File: src/hw/rtl/dboc_pkg.sv
// shared constants for the debounced occupancy counter
// no dependencies
package dboc_pkg;

    localparam int SENSOR_COUNT       = 8;
    localparam int DIR_COUNT          = 4;
    localparam int DEBOUNCE_BITS      = 16;
    localparam int TOTAL_BITS         = 16;
    localparam int TIMER_BITS_DEFAULT = 16;
    localparam int COUNT_BITS_DEFAULT = 16;

    localparam logic [DEBOUNCE_BITS-1:0] DEBOUNCE_RESET = 16'd50;

endpackage

File: src/hw/rtl/debounced_occupancy_counter.sv
// debounced occupancy counter top level: eight debounced beam sensors feeding four counts
// depends on dboc_pkg
//
//  channel | beat                          | handshake
//  --------+-------------------------------+----------------------------
//  in      | eight raw sensor levels       | in_valid / in_stall
//  out     | four direction totals         | out_valid / out_stall
//  cfg     | debounce_ms                   | cfg_we / cfg_wdata
//
// one beat a cycle sustained while out_stall is low; an input beat passes through the
// input register, then a single pass of timers, compares and count adders into the
// result register
// reset clears levels, quiet timers and counts to zero and debounce_ms to 50
// a stalled result holds the pipe; a new input beat is still taken while the
// input register is empty, so the input side sees one beat of slack
module debounced_occupancy_counter
#(
    parameter int TIMER_BITS = dboc_pkg::TIMER_BITS_DEFAULT,
    parameter int COUNT_BITS = dboc_pkg::COUNT_BITS_DEFAULT
)
(
    input  logic                              clk,
    input  logic                              rst_n,

    input  logic                              cfg_we,
    input  logic [dboc_pkg::DEBOUNCE_BITS-1:0] cfg_wdata,

    input  logic                              in_valid,
    output logic                              in_stall,
    input  logic                              north_entry,
    input  logic                              north_exit,
    input  logic                              south_entry,
    input  logic                              south_exit,
    input  logic                              east_entry,
    input  logic                              east_exit,
    input  logic                              west_entry,
    input  logic                              west_exit,

    output logic                              out_valid,
    input  logic                              out_stall,
    output logic [dboc_pkg::TOTAL_BITS-1:0]    north_total,
    output logic [dboc_pkg::TOTAL_BITS-1:0]    south_total,
    output logic [dboc_pkg::TOTAL_BITS-1:0]    east_total,
    output logic [dboc_pkg::TOTAL_BITS-1:0]    west_total
);
    import dboc_pkg::*;

    // compare width covers both the timer and the debounce setting
    localparam int CMP_BITS = (TIMER_BITS > DEBOUNCE_BITS) ? TIMER_BITS : DEBOUNCE_BITS;
    // output width covers both the count and the result field
    localparam int EXT_BITS = (COUNT_BITS > TOTAL_BITS) ? COUNT_BITS : TOTAL_BITS;

    localparam logic [TIMER_BITS-1:0] TIMER_MAX = '1;
    localparam logic [COUNT_BITS-1:0] COUNT_MAX = '1;

    // configuration
    logic [DEBOUNCE_BITS-1:0] debounce_reg;

    // input register
    logic                    in_valid_reg;
    logic [SENSOR_COUNT-1:0] raw_reg;

    // per-sensor and per-direction state
    logic [SENSOR_COUNT-1:0] prev_raw_reg;
    logic [SENSOR_COUNT-1:0] prev_raw_next;
    logic [SENSOR_COUNT-1:0] stable_reg;
    logic [SENSOR_COUNT-1:0] stable_next;
    logic [TIMER_BITS-1:0]   timer_reg  [SENSOR_COUNT];
    logic [TIMER_BITS-1:0]   timer_next [SENSOR_COUNT];
    logic [COUNT_BITS-1:0]   total_reg  [DIR_COUNT];
    logic [COUNT_BITS-1:0]   total_next [DIR_COUNT];

    // result register
    logic                  out_valid_reg;
    logic [TOTAL_BITS-1:0] result_reg [DIR_COUNT];

    logic                    advance;
    logic                    in_take;
    logic [SENSOR_COUNT-1:0] edge_hit;

    // the pipe moves when the result slot is free or being emptied
    assign advance  = !out_valid_reg || !out_stall;
    assign in_stall = in_valid_reg && !advance;
    assign in_take  = in_valid && !in_stall;

    // debounce: timers, stability compare and rising-edge detect, all sensors side by side
    always_comb
    begin
        logic [CMP_BITS-1:0] quiet;
        logic [CMP_BITS-1:0] limit;
        logic                settled;
        limit = CMP_BITS'(debounce_reg);
        for (int i = 0; i < SENSOR_COUNT; i++)
        begin
            if (raw_reg[i] != prev_raw_reg[i])
            begin
                timer_next[i] = '0;
            end
            else if (timer_reg[i] != TIMER_MAX)
            begin
                timer_next[i] = timer_reg[i] + TIMER_BITS'(1);
            end
            else
            begin
                timer_next[i] = timer_reg[i];
            end
            prev_raw_next[i] = raw_reg[i];
            quiet            = CMP_BITS'(timer_next[i]);
            settled          = (quiet >= limit);
            edge_hit[i]      = settled && raw_reg[i] && !stable_reg[i];
            stable_next[i]   = settled ? raw_reg[i] : stable_reg[i];
        end
    end

    // counts: entry edge first, then exit edge, both saturating
    always_comb
    begin
        logic [COUNT_BITS-1:0] after_entry;
        for (int d = 0; d < DIR_COUNT; d++)
        begin
            after_entry = total_reg[d];
            if (edge_hit[2*d] && (total_reg[d] != COUNT_MAX))
            begin
                after_entry = total_reg[d] + COUNT_BITS'(1);
            end
            total_next[d] = after_entry;
            if (edge_hit[2*d+1] && (after_entry != '0))
            begin
                total_next[d] = after_entry - COUNT_BITS'(1);
            end
        end
    end

    // configuration register
    always_ff @(posedge clk or negedge rst_n)
    begin
        if (!rst_n)
        begin
            debounce_reg <= DEBOUNCE_RESET;
        end
        else if (cfg_we)
        begin
            debounce_reg <= cfg_wdata;
        end
    end

    // input stage control
    always_ff @(posedge clk or negedge rst_n)
    begin
        if (!rst_n)
        begin
            in_valid_reg <= 1'b0;
        end
        else if (!in_valid_reg || advance)
        begin
            in_valid_reg <= in_valid;
        end
    end

    // input payload, sensor order north, south, east, west with entry below exit
    always_ff @(posedge clk)
    begin
        if (in_take)
        begin
            raw_reg <= {west_exit, west_entry, east_exit, east_entry,
                        south_exit, south_entry, north_exit, north_entry};
        end
    end

    // sensor and count state, updated once per beat leaving the input register
    always_ff @(posedge clk or negedge rst_n)
    begin
        if (!rst_n)
        begin
            prev_raw_reg <= '0;
            stable_reg   <= '0;
            for (int i = 0; i < SENSOR_COUNT; i++)
            begin
                timer_reg[i] <= '0;
            end
            for (int d = 0; d < DIR_COUNT; d++)
            begin
                total_reg[d] <= '0;
            end
        end
        else if (in_valid_reg && advance)
        begin
            prev_raw_reg <= prev_raw_next;
            stable_reg   <= stable_next;
            for (int i = 0; i < SENSOR_COUNT; i++)
            begin
                timer_reg[i] <= timer_next[i];
            end
            for (int d = 0; d < DIR_COUNT; d++)
            begin
                total_reg[d] <= total_next[d];
            end
        end
    end

    // result stage control
    always_ff @(posedge clk or negedge rst_n)
    begin
        if (!rst_n)
        begin
            out_valid_reg <= 1'b0;
        end
        else if (advance)
        begin
            out_valid_reg <= in_valid_reg;
        end
    end

    // result payload, low bits of each count
    always_ff @(posedge clk)
    begin
        logic [EXT_BITS-1:0] wide;
        if (in_valid_reg && advance)
        begin
            for (int d = 0; d < DIR_COUNT; d++)
            begin
                wide          = EXT_BITS'(total_next[d]);
                result_reg[d] <= wide[TOTAL_BITS-1:0];
            end
        end
    end

    assign out_valid   = out_valid_reg;
    assign north_total = result_reg[0];
    assign south_total = result_reg[1];
    assign east_total  = result_reg[2];
    assign west_total  = result_reg[3];

endmodule

File: config.mk
export PLATFORM = sky130hd
export DESIGN_NAME = debounced_occupancy_counter
export DESIGN_NICKNAME = d
export VERILOG_FILES = /design/src/hw/rtl/dboc_pkg.sv /design/src/hw/rtl/debounced_occupancy_counter.sv
export SDC_FILE = /design/constraint.sdc
export NUM_CORES = 1
export LEC_CHECK = 0
export ABC_AREA = 1
export BUFFER_PORTS_ARGS = -buffer_cell sky130_fd_sc_hd__buf_4
export CORE_ASPECT_RATIO = 0.6
export CORE_UTILIZATION = 25
export CTS_CLUSTER_SIZE = 30
export DETAILED_ROUTE_END_ITERATION = 10
export GPL_TIMING_DRIVEN = 0
export HOLD_SLACK_MARGIN = 0.06
export PLACE_DENSITY = 0.36
export SLEW_MARGIN = 10
export SYNTH_ARGS = -nofsm -noshare
export SYNTH_HDL_FRONTEND = slang
export SYNTH_SLANG_ARGS = --single-unit
File: constraint.sdc
create_clock -name clk -period 13.1 [get_ports clk]
set_clock_uncertainty 0.15 [all_clocks]
set_input_delay 1.965 -clock clk [delete_from_list [all_inputs] [get_ports clk]]
set_output_delay 1.965 -clock clk [all_outputs]
set_load 0.01 [all_outputs]
==> flow_results.org, run 1 <==
** Status
- Outcome :: completed

** STA
- The number of pins with negative max-slew slack in the final report was 0.
- Headroom to the max-slew limit came out at 24.4%.
- # setup viols final :: 0
- Setup Total Neg Slack :: 0 ps
- In the finished design, the share of the clock period the worst path needs comes to 48.8%.
- For the pin with the worst max-slew slack, the measured transition is 1130 ps.
- Static timing analysis puts the maximum clock frequency at 157 MHz.
- Setup repair after global routing missed its margin :: no
- Final Hold Viols :: 0
- Final worst path period need :: 6390 ps

** Global route
- The first global-routing pass estimated 125000 um of wire.
- Total global routing overflow :: 0
- Initial antenna violation count :: 1
- The via count of the first global-routing pass was 19278.
- Global routing consumed, over all layers together, 18.5% of the routing resources.
- Entering global routing, the biggest net connects 88 pins.

** Floorplanning
- Std-Cell Rows :: 84
- The die covers 89600 um2.
- Initial cell density of the core :: 25.2%
- I/O pin count :: 95
- Measured along the y axis, the die boundary spans 232 um.
- Horizontal die dimension :: 386 um
- The core region is 87500 um2.

** Power
- Leakage power of the design :: 0.0124 uW
- Across the VDD grid, the largest voltage drop is 77.9 uV.
- Power spread over the standard cell area amounts to 157 nW/um2.

** Route
- Summed over all layers, the routed wires come to 82600 um.
- Before antenna repair, the detailed router went through 5 iterations.
- For this run, design rule violations remaining after detail routing come to 0.
- Count of antenna-violating nets left after detailed routing :: 0
- Vias/cell :: 4.72
- The detailed router placed 21060 vias in this run.
- Detailed-route wire length per cell :: 18.5 um
- For this block, the initial DRC count from the detailed router was 1767.

** Logic synthesis
- Yosys top cell by area :: sky130_fd_sc_hd__dfrtp_1
- sky130_fd_sc_hd__nand2_1 is the most common cell in the netlist.
- The mapped netlist covers 22100 um2.
- In the synthesized netlist the async set-or-reset flop fraction comes to 75.8%.
- Synth Register Bits :: 298
- For this run, the leading register cell type out of synthesis is sky130_fd_sc_hd__dfrtp_1.
- Post-synthesis mux area share :: 0.0510%
- By area, the combinational part of the netlist is dominated by simple AND/OR/NAND/NOR gates.
- After synthesis, the largest area contributor takes up 25.3% of total cell area.
- Most area-consuming cells after synthesis :: sky130_fd_sc_hd__dfrtp_1 (25%), sky130_fd_sc_hd__nand2_1 (18%), sky130_fd_sc_hd__edfxtp_1 (9.8%)
- Net count of the mapped netlist :: 3314
- Ys Warns :: 0
- Count of flip-flops with a built-in enable after synthesis :: 72
- Top cells by count, synth :: sky130_fd_sc_hd__nand2_1 (1047), sky130_fd_sc_hd__inv_1 (364), sky130_fd_sc_hd__o21ai_0 (237)
- Post-synthesis xor/xnor area fraction :: 4.24%
- Share of synthesized cell area in full adder, half adder and majority cells :: 8.39%
- Counting distinct cell types in the post-synthesis netlist gives 53.
- Synthesis handed over a netlist of 3137 instances.
- Synthesized-area fraction occupied by ao, oa, aoi and oai cells :: 10.2%
- After synthesis, the mean cell area works out to 7.04 um2.
- Simple-gate share of the synthesized area :: 33.4%
- Sequential element share of the synthesized area :: 35.4%

** Clocking
- Post-cts hold buffer count :: 0
- Sink Count :: 298
- Clock Latency Late Sink :: 580 ps
- TritonCTS buffer count :: 37
- Post-CTS Setup Bufs :: 0
- Number of gates given a new drive strength after cts :: 0
- Clock Tree Root :: sky130_fd_sc_hd__clkbuf_16
- Counting along the longest clock path gives a buffer depth of 3.
- TritonCTS built the clock tree.
- Clock slew at the register clock pins of the worst setup and hold paths :: 60 ps
- CTS built an H-tree with a depth of 2.

** Critical path
- Setup CP Type :: reg -> reg
- Critical path endpoint category :: flip-flop
- The worst setup path is launched from a flip-flop.
- STA puts the critical path data arrival time at 6540 ps.
- Max stage delay on crit path :: 460 ps
- The slowest stage of the critical path belongs to the cell sky130_fd_sc_hd__nor2_1.
- For the worst setup path, the data required time is 13250 ps.
- Most repeated library cell on the critical path :: sky130_fd_sc_hd__nand2_1
- Along the worst path, the maximum fanout reaches 10.

** Final layout
- Filler cell count in the final layout :: 9462
- Across the whole layout, storage elements account for 7820 um2.
- Area growth, synth to finish :: 15.7%
- Cells with a size suffix above 1 make up 8.87% of the layout.
- Multi-input combinational cell area :: 12400 um2
- Max reg flops :: 128
- Measured on the finished design, the core utilization comes to 29.2%.
- Number of nets in the finished design :: 3451

** Min path
- The worst hold path belongs to the class reg -> reg.

** Placement
- In this run the tool buffered the top-level ports with 94 buffer cells.
- Post-DP HPWL :: 62600 um
- RD Place Congestion :: 0.876

** Flow run
- Across the run, the number of max-cap violations was 0.
==> area by class of cell <==
type                       count  share of cell area (%)
multi-input combinational   2386                    48.7
sequential                   298                    30.6
antenna                        2                  0.0196
clock inverter                10                   0.216
buffer                        84                    1.72
inverter                     369                    5.43
tap                         1161                    5.69
timing repair buffer          98                    3.13
clock buffer                  58                    4.46
==> stage by stage <==
stage | hold slack [ps] | area (um2) | cells | setup WS [ps] | total power [uW]
after floorplan | 298 | 22100 | 3137 | 8390 | 2410
after global placement | 326 | 24200 | 4392 | 6730 | 2950
after detailed placement | 341 | 24300 | 4396 | 6740 | 2960
after CTS | 353 | 25500 | 4464 | 6730 | 4050
after global routing | 382 | 25500 | 4464 | 6060 | 4330
final | 351 | 25500 | 4466 | 6710 | 4020
==> routing by layer <==
layer  track usage (%)  vias up  wire length [um]
li1                  -    10510                 -
met1              31.8     9889             47700
met2              22.8      578             29000
met3              2.74       83              4660
met4              3.61        0              1310
met5                 0        -                 0
==> path summary, 6_finish.rpt <==
check,slack [ps],startpoint,endpoint,depth (start not counted)
worst max-delay path,6710,timer_reg[80]$_DFFE_PN0P_,result_reg[1][12]$_DFFE_PP_,36
worst max register to register,6710,timer_reg[80]$_DFFE_PN0P_,result_reg[1][12]$_DFFE_PP_,36
worst min register to register,350,timer_reg[63]$_DFFE_PN0P_,timer_reg[63]$_DFFE_PN0P_,2
worst min-delay path,350,timer_reg[63]$_DFFE_PN0P_,timer_reg[63]$_DFFE_PN0P_,2
max in group asynchronous,10210,rst_n,timer_reg[58]$_DFFE_PN0P_,3
min in group asynchronous,1260,rst_n,timer_reg[38]$_DFFE_PN0P_,1
==> cells in the final DEF, fill, tap and decap left out, types with 67 or more instances in the layout <==
cell type / count
sky130_fd_sc_hd__a21oi_1: 125
sky130_fd_sc_hd__nor2_1: 223
sky130_fd_sc_hd__ha_1: 148
sky130_fd_sc_hd__edfxtp_1: 72
sky130_fd_sc_hd__nand4_1: 93
sky130_fd_sc_hd__inv_1: 364
sky130_fd_sc_hd__buf_4: 101
sky130_fd_sc_hd__nand3_1: 130
sky130_fd_sc_hd__xor2_1: 67
sky130_fd_sc_hd__o21ai_0: 237
sky130_fd_sc_hd__nand2_1: 1047
sky130_fd_sc_hd__nor3_1: 75
sky130_fd_sc_hd__dfrtp_1: 223
==> worst max-delay path, delay by kind of cell (launching register included) <==
kind / cells / cell delay [ps]
buffers and inverters: 5 / 770
AO/OA/AOI/OAI: 1 / 250
AND/OR/NAND/NOR: 27 / 3920
flip-flops: 1 / 410
adder cells (fa/ha/maj): 3 / 590
==> cell families after synthesis <==
logic type | after synthesis
simple gates | 1706
compound gates | 424
buf+inv | 453
flops | 298
fa+ha+maj | 148
mux | 1
xor+xnor | 107
==> power breakdown <==
part | internal [uW] | total [uW] | switching [uW]
Clock | 598 | 1050 | 453
Sequential | 1100 | 1240 | 137
Combinational | 550 | 1720 | 1180
Note: power is estimated with default switching activity, not from simulation.
==> run 2: changes to the inputs <==
PLACE_DENSITY = 0.37   (was 0.36)
clock period = 5.7 ns   (was 13.1 ns; I/O delays follow)
==> flow_results.org, run 2 (synthesized netlist as in run 1, its figures left out) <==
** Clocking
- The maximum clock insertion buffer count is 3 (unchanged).
- The cell sitting at the root of the clock tree is a sky130_fd_sc_hd__clkbuf_16.
- TritonCTS buffer count :: 39 (+5.4%)
- Sink Count :: 298 (unchanged)
- Maximum level of the CTS H-tree :: 2 (unchanged)
- The clock latency reported for the late side of the worst-skew pair was 600 ps (+20 ps).
- The clock-pin transition on the worst setup and hold timing paths is 60 ps (about the same).
- TritonCTS built the clock tree.

** Critical path
- Reg-to-reg slack, setup :: 280 ps (-6430 ps)
- The number of buffer and inverter instances along the worst setup path came to 7 (+2).
- Instance count on the critical path :: 34 (-5.6%)
- The worst setup path is launched from a flip-flop.
- Most repeated library cell on the critical path :: sky130_fd_sc_hd__nand2_1
- The worst register-to-register path ends at result_reg[1][13]$_DFFE_PP_.
- The worst setup path is captured at a flip-flop.
- CP Max Fanout :: 10 (unchanged)
- Worst reg2reg path depth :: 34 (-5.6%)
- The slowest stage of the critical path is the sky130_fd_sc_hd__dfrtp_2 cell.
- Top Family by Delay on Critical Path :: simple AND/OR/NAND/NOR gates
- End point of the critical path :: result_reg[1][13]$_DFFE_PP_
- Max stage delay on crit path :: 430 ps (-30 ps)
- Beginning of the worst register-to-register path :: timer_reg[80]$_DFFE_PN0P_
- The critical path required time was 5870 ps (-7380 ps).
- Setup CP Type :: reg -> reg
- Worst setup path startpoint :: timer_reg[80]$_DFFE_PN0P_
- Arrival time worst endpoint :: 5590 ps (-950 ps)

** STA
- # setup viols final :: 0 (unchanged)
- The headroom to the max-slew limit came to 11.0% (-13 points).
- The number of pins with negative max-slew slack in the final report is 0 (unchanged).
- The part of the cycle the worst path needs came to 95.1% (+46 points).
- The total count of hold-check failures in the final report was 0 (unchanged).
- Setup Total Neg Slack :: 0 ps (unchanged)
- Transition time of the tightest slew-check pin :: 1330 ps (+192 ps)
- The worst-case hold slack came to 289 ps (-62.4 ps).
- Fmax :: 185 MHz (+18%)
- Final worst path period need :: 5420 ps (-970 ps)

** Final layout
- Layout cells sized above 1 :: 11.3% (+2.5 points)
- The library cell used most frequently in the layout, excluding fill and tap cells, is sky130_fd_sc_hd__nand2_1.
- Relative to the synthesized area, the layout overhead comes to 18.4%.
- Max reg flops :: 128 (unchanged)
- The cell area after layout came to 26100 um2 (+2.4%).
- Commonest cells after routing, fill and taps aside :: sky130_fd_sc_hd__nand2_1 (1035), sky130_fd_sc_hd__inv_1 (360), sky130_fd_sc_hd__o21ai_0 (233), sky130_fd_sc_hd__dfrtp_1 (220), sky130_fd_sc_hd__nor2_1 (209)
- The net count of the finished layout is 3476 (+0.72%).

** Power
- Leakage power of the design :: 0.0126 uW (+1.9%)
- Peak supply drop :: 177 uV (+130%)
- Total power per unit cell area :: 364 nW/um2 (+130%)

** Route
- The starting DRC count in detailed routing came to 1673 (-5.3%).
- The number of search-and-repair iterations in the first detailed-routing pass was 8 (+3).
- Vias/cell :: 4.59 (-2.7%)
- DR vias :: 20628 (-2.1%)
- Detailed-route DRC error count :: 0 (unchanged)
- Total detailed-routing wirelength :: 83500 um (+1.1%)
- Detailed-route wire length per cell :: 18.6 um (+0.42%)
- The post-route antenna net violation count was 0 (unchanged).

** Floorplanning
- Placeable Area :: 87500 um2 (unchanged)
- The die width is 386 um (unchanged).
- Initial cell density of the core :: 25.2% (unchanged)
- The full die area is 89600 um2 (unchanged).
- I/O pin count :: 95 (unchanged)
- The count of standard-cell rows is 84 (unchanged).
- Vertical extent of the die :: 232 um (unchanged)

** Global route
- The number of antenna violations at the first check in global routing is 4 (+3).
- The maximum number of pins on one net before global-route repair is 92 (+4.5%).
- All-layer global routing usage :: 18.6% (+0.11 points)
- Total global routing overflow :: 0 (unchanged)
- The via count of the first global-routing pass was 19193 (-0.44%).
- The first-pass GRT wire length is 125000 um (+0.71%).

** Status
- The run finished with clean final reports.

** Placement
- Placed cell area :: 24300 um2 (about the same)
- IO buf count :: 94 (unchanged)
- The half-perimeter wire length after detailed placement came to 62200 um (-0.76%).
- RD Place Congestion :: 0.848 (-3.2%)

** Min path
- The worst hold path begins at north_exit.
- The min-delay analysis places its worst path in the category in -> reg.

** Flow run
- The number of maximum-capacitance violations was 0 (unchanged).
==> run 2: worst min-delay path by stage <==
stage               depth (start not counted)                         end  slack [ps]
floorplan                                   2       out_valid$_DFFE_PN0P_         300
finish                                      1  prev_raw_next[1]$_DFFE_PP_         290
CTS                                         1  prev_raw_next[1]$_DFFE_PP_         240
detailed placement                          2       out_valid$_DFFE_PN0P_         330
global route                                1  prev_raw_next[1]$_DFFE_PP_         260
global placement                            2       out_valid$_DFFE_PN0P_         320
==> run 2: layout make-up <==
type / instances / area [um2]
Antenna cell: 3 / 7.51
Buffer: 84 / 487
Clock buffer: 59 / 1150
Clock inverter: 13 / 114
Fill cell: 9581 / 61400
Inverter: 369 / 1390
Multi-Input combinational cell: 2387 / 12700
Sequential cell: 298 / 7830
Tap cell: 1161 / 1450
Timing Repair Buffer: 120 / 976
==> run 2: stage by stage <==
stage	total power [uW]	std cells	setup WS (ps)	utilization [%]
floorplan	5540	3137	986	-
global placement	6860	4392	-749	27.7
detailed placement	6810	4395	-682	27.8
CTS	9450	4468	22.3	29.3
global route	10300	4493	-36.8	29.9
finish	9520	4494	281	29.9
==> run 2: layer usage <==
layer  part of all wire, %  track usage [%]  vias to the layer above
met1                    59             32.4                     9558
met3                   5.0             2.49                       64
met5                     0                0                        -
met2                    35             22.6                      454
li1                      -                -                    10552
met4                   1.4             3.61                        0
==> run 2: report_power, final <==
group / internal [uW] / switching (uW) / total [uW] / leakage [uW]
registers: 2540 / 332 / 2870 / 0.00378
logic: 1330 / 2780 / 4110 / 0.00819
clock network: 1450 / 1090 / 2540 / 0.000623
==> run 2: timing repair <==
item	4_1_cts	5_1_grt
gates resized for setup	21	80
hold endpoints to repair	43	0
pin swaps	0	21
cloned	0	3
hold buffers	1	0
buffers inserted	0	20
setup endpoints to repair	104	128
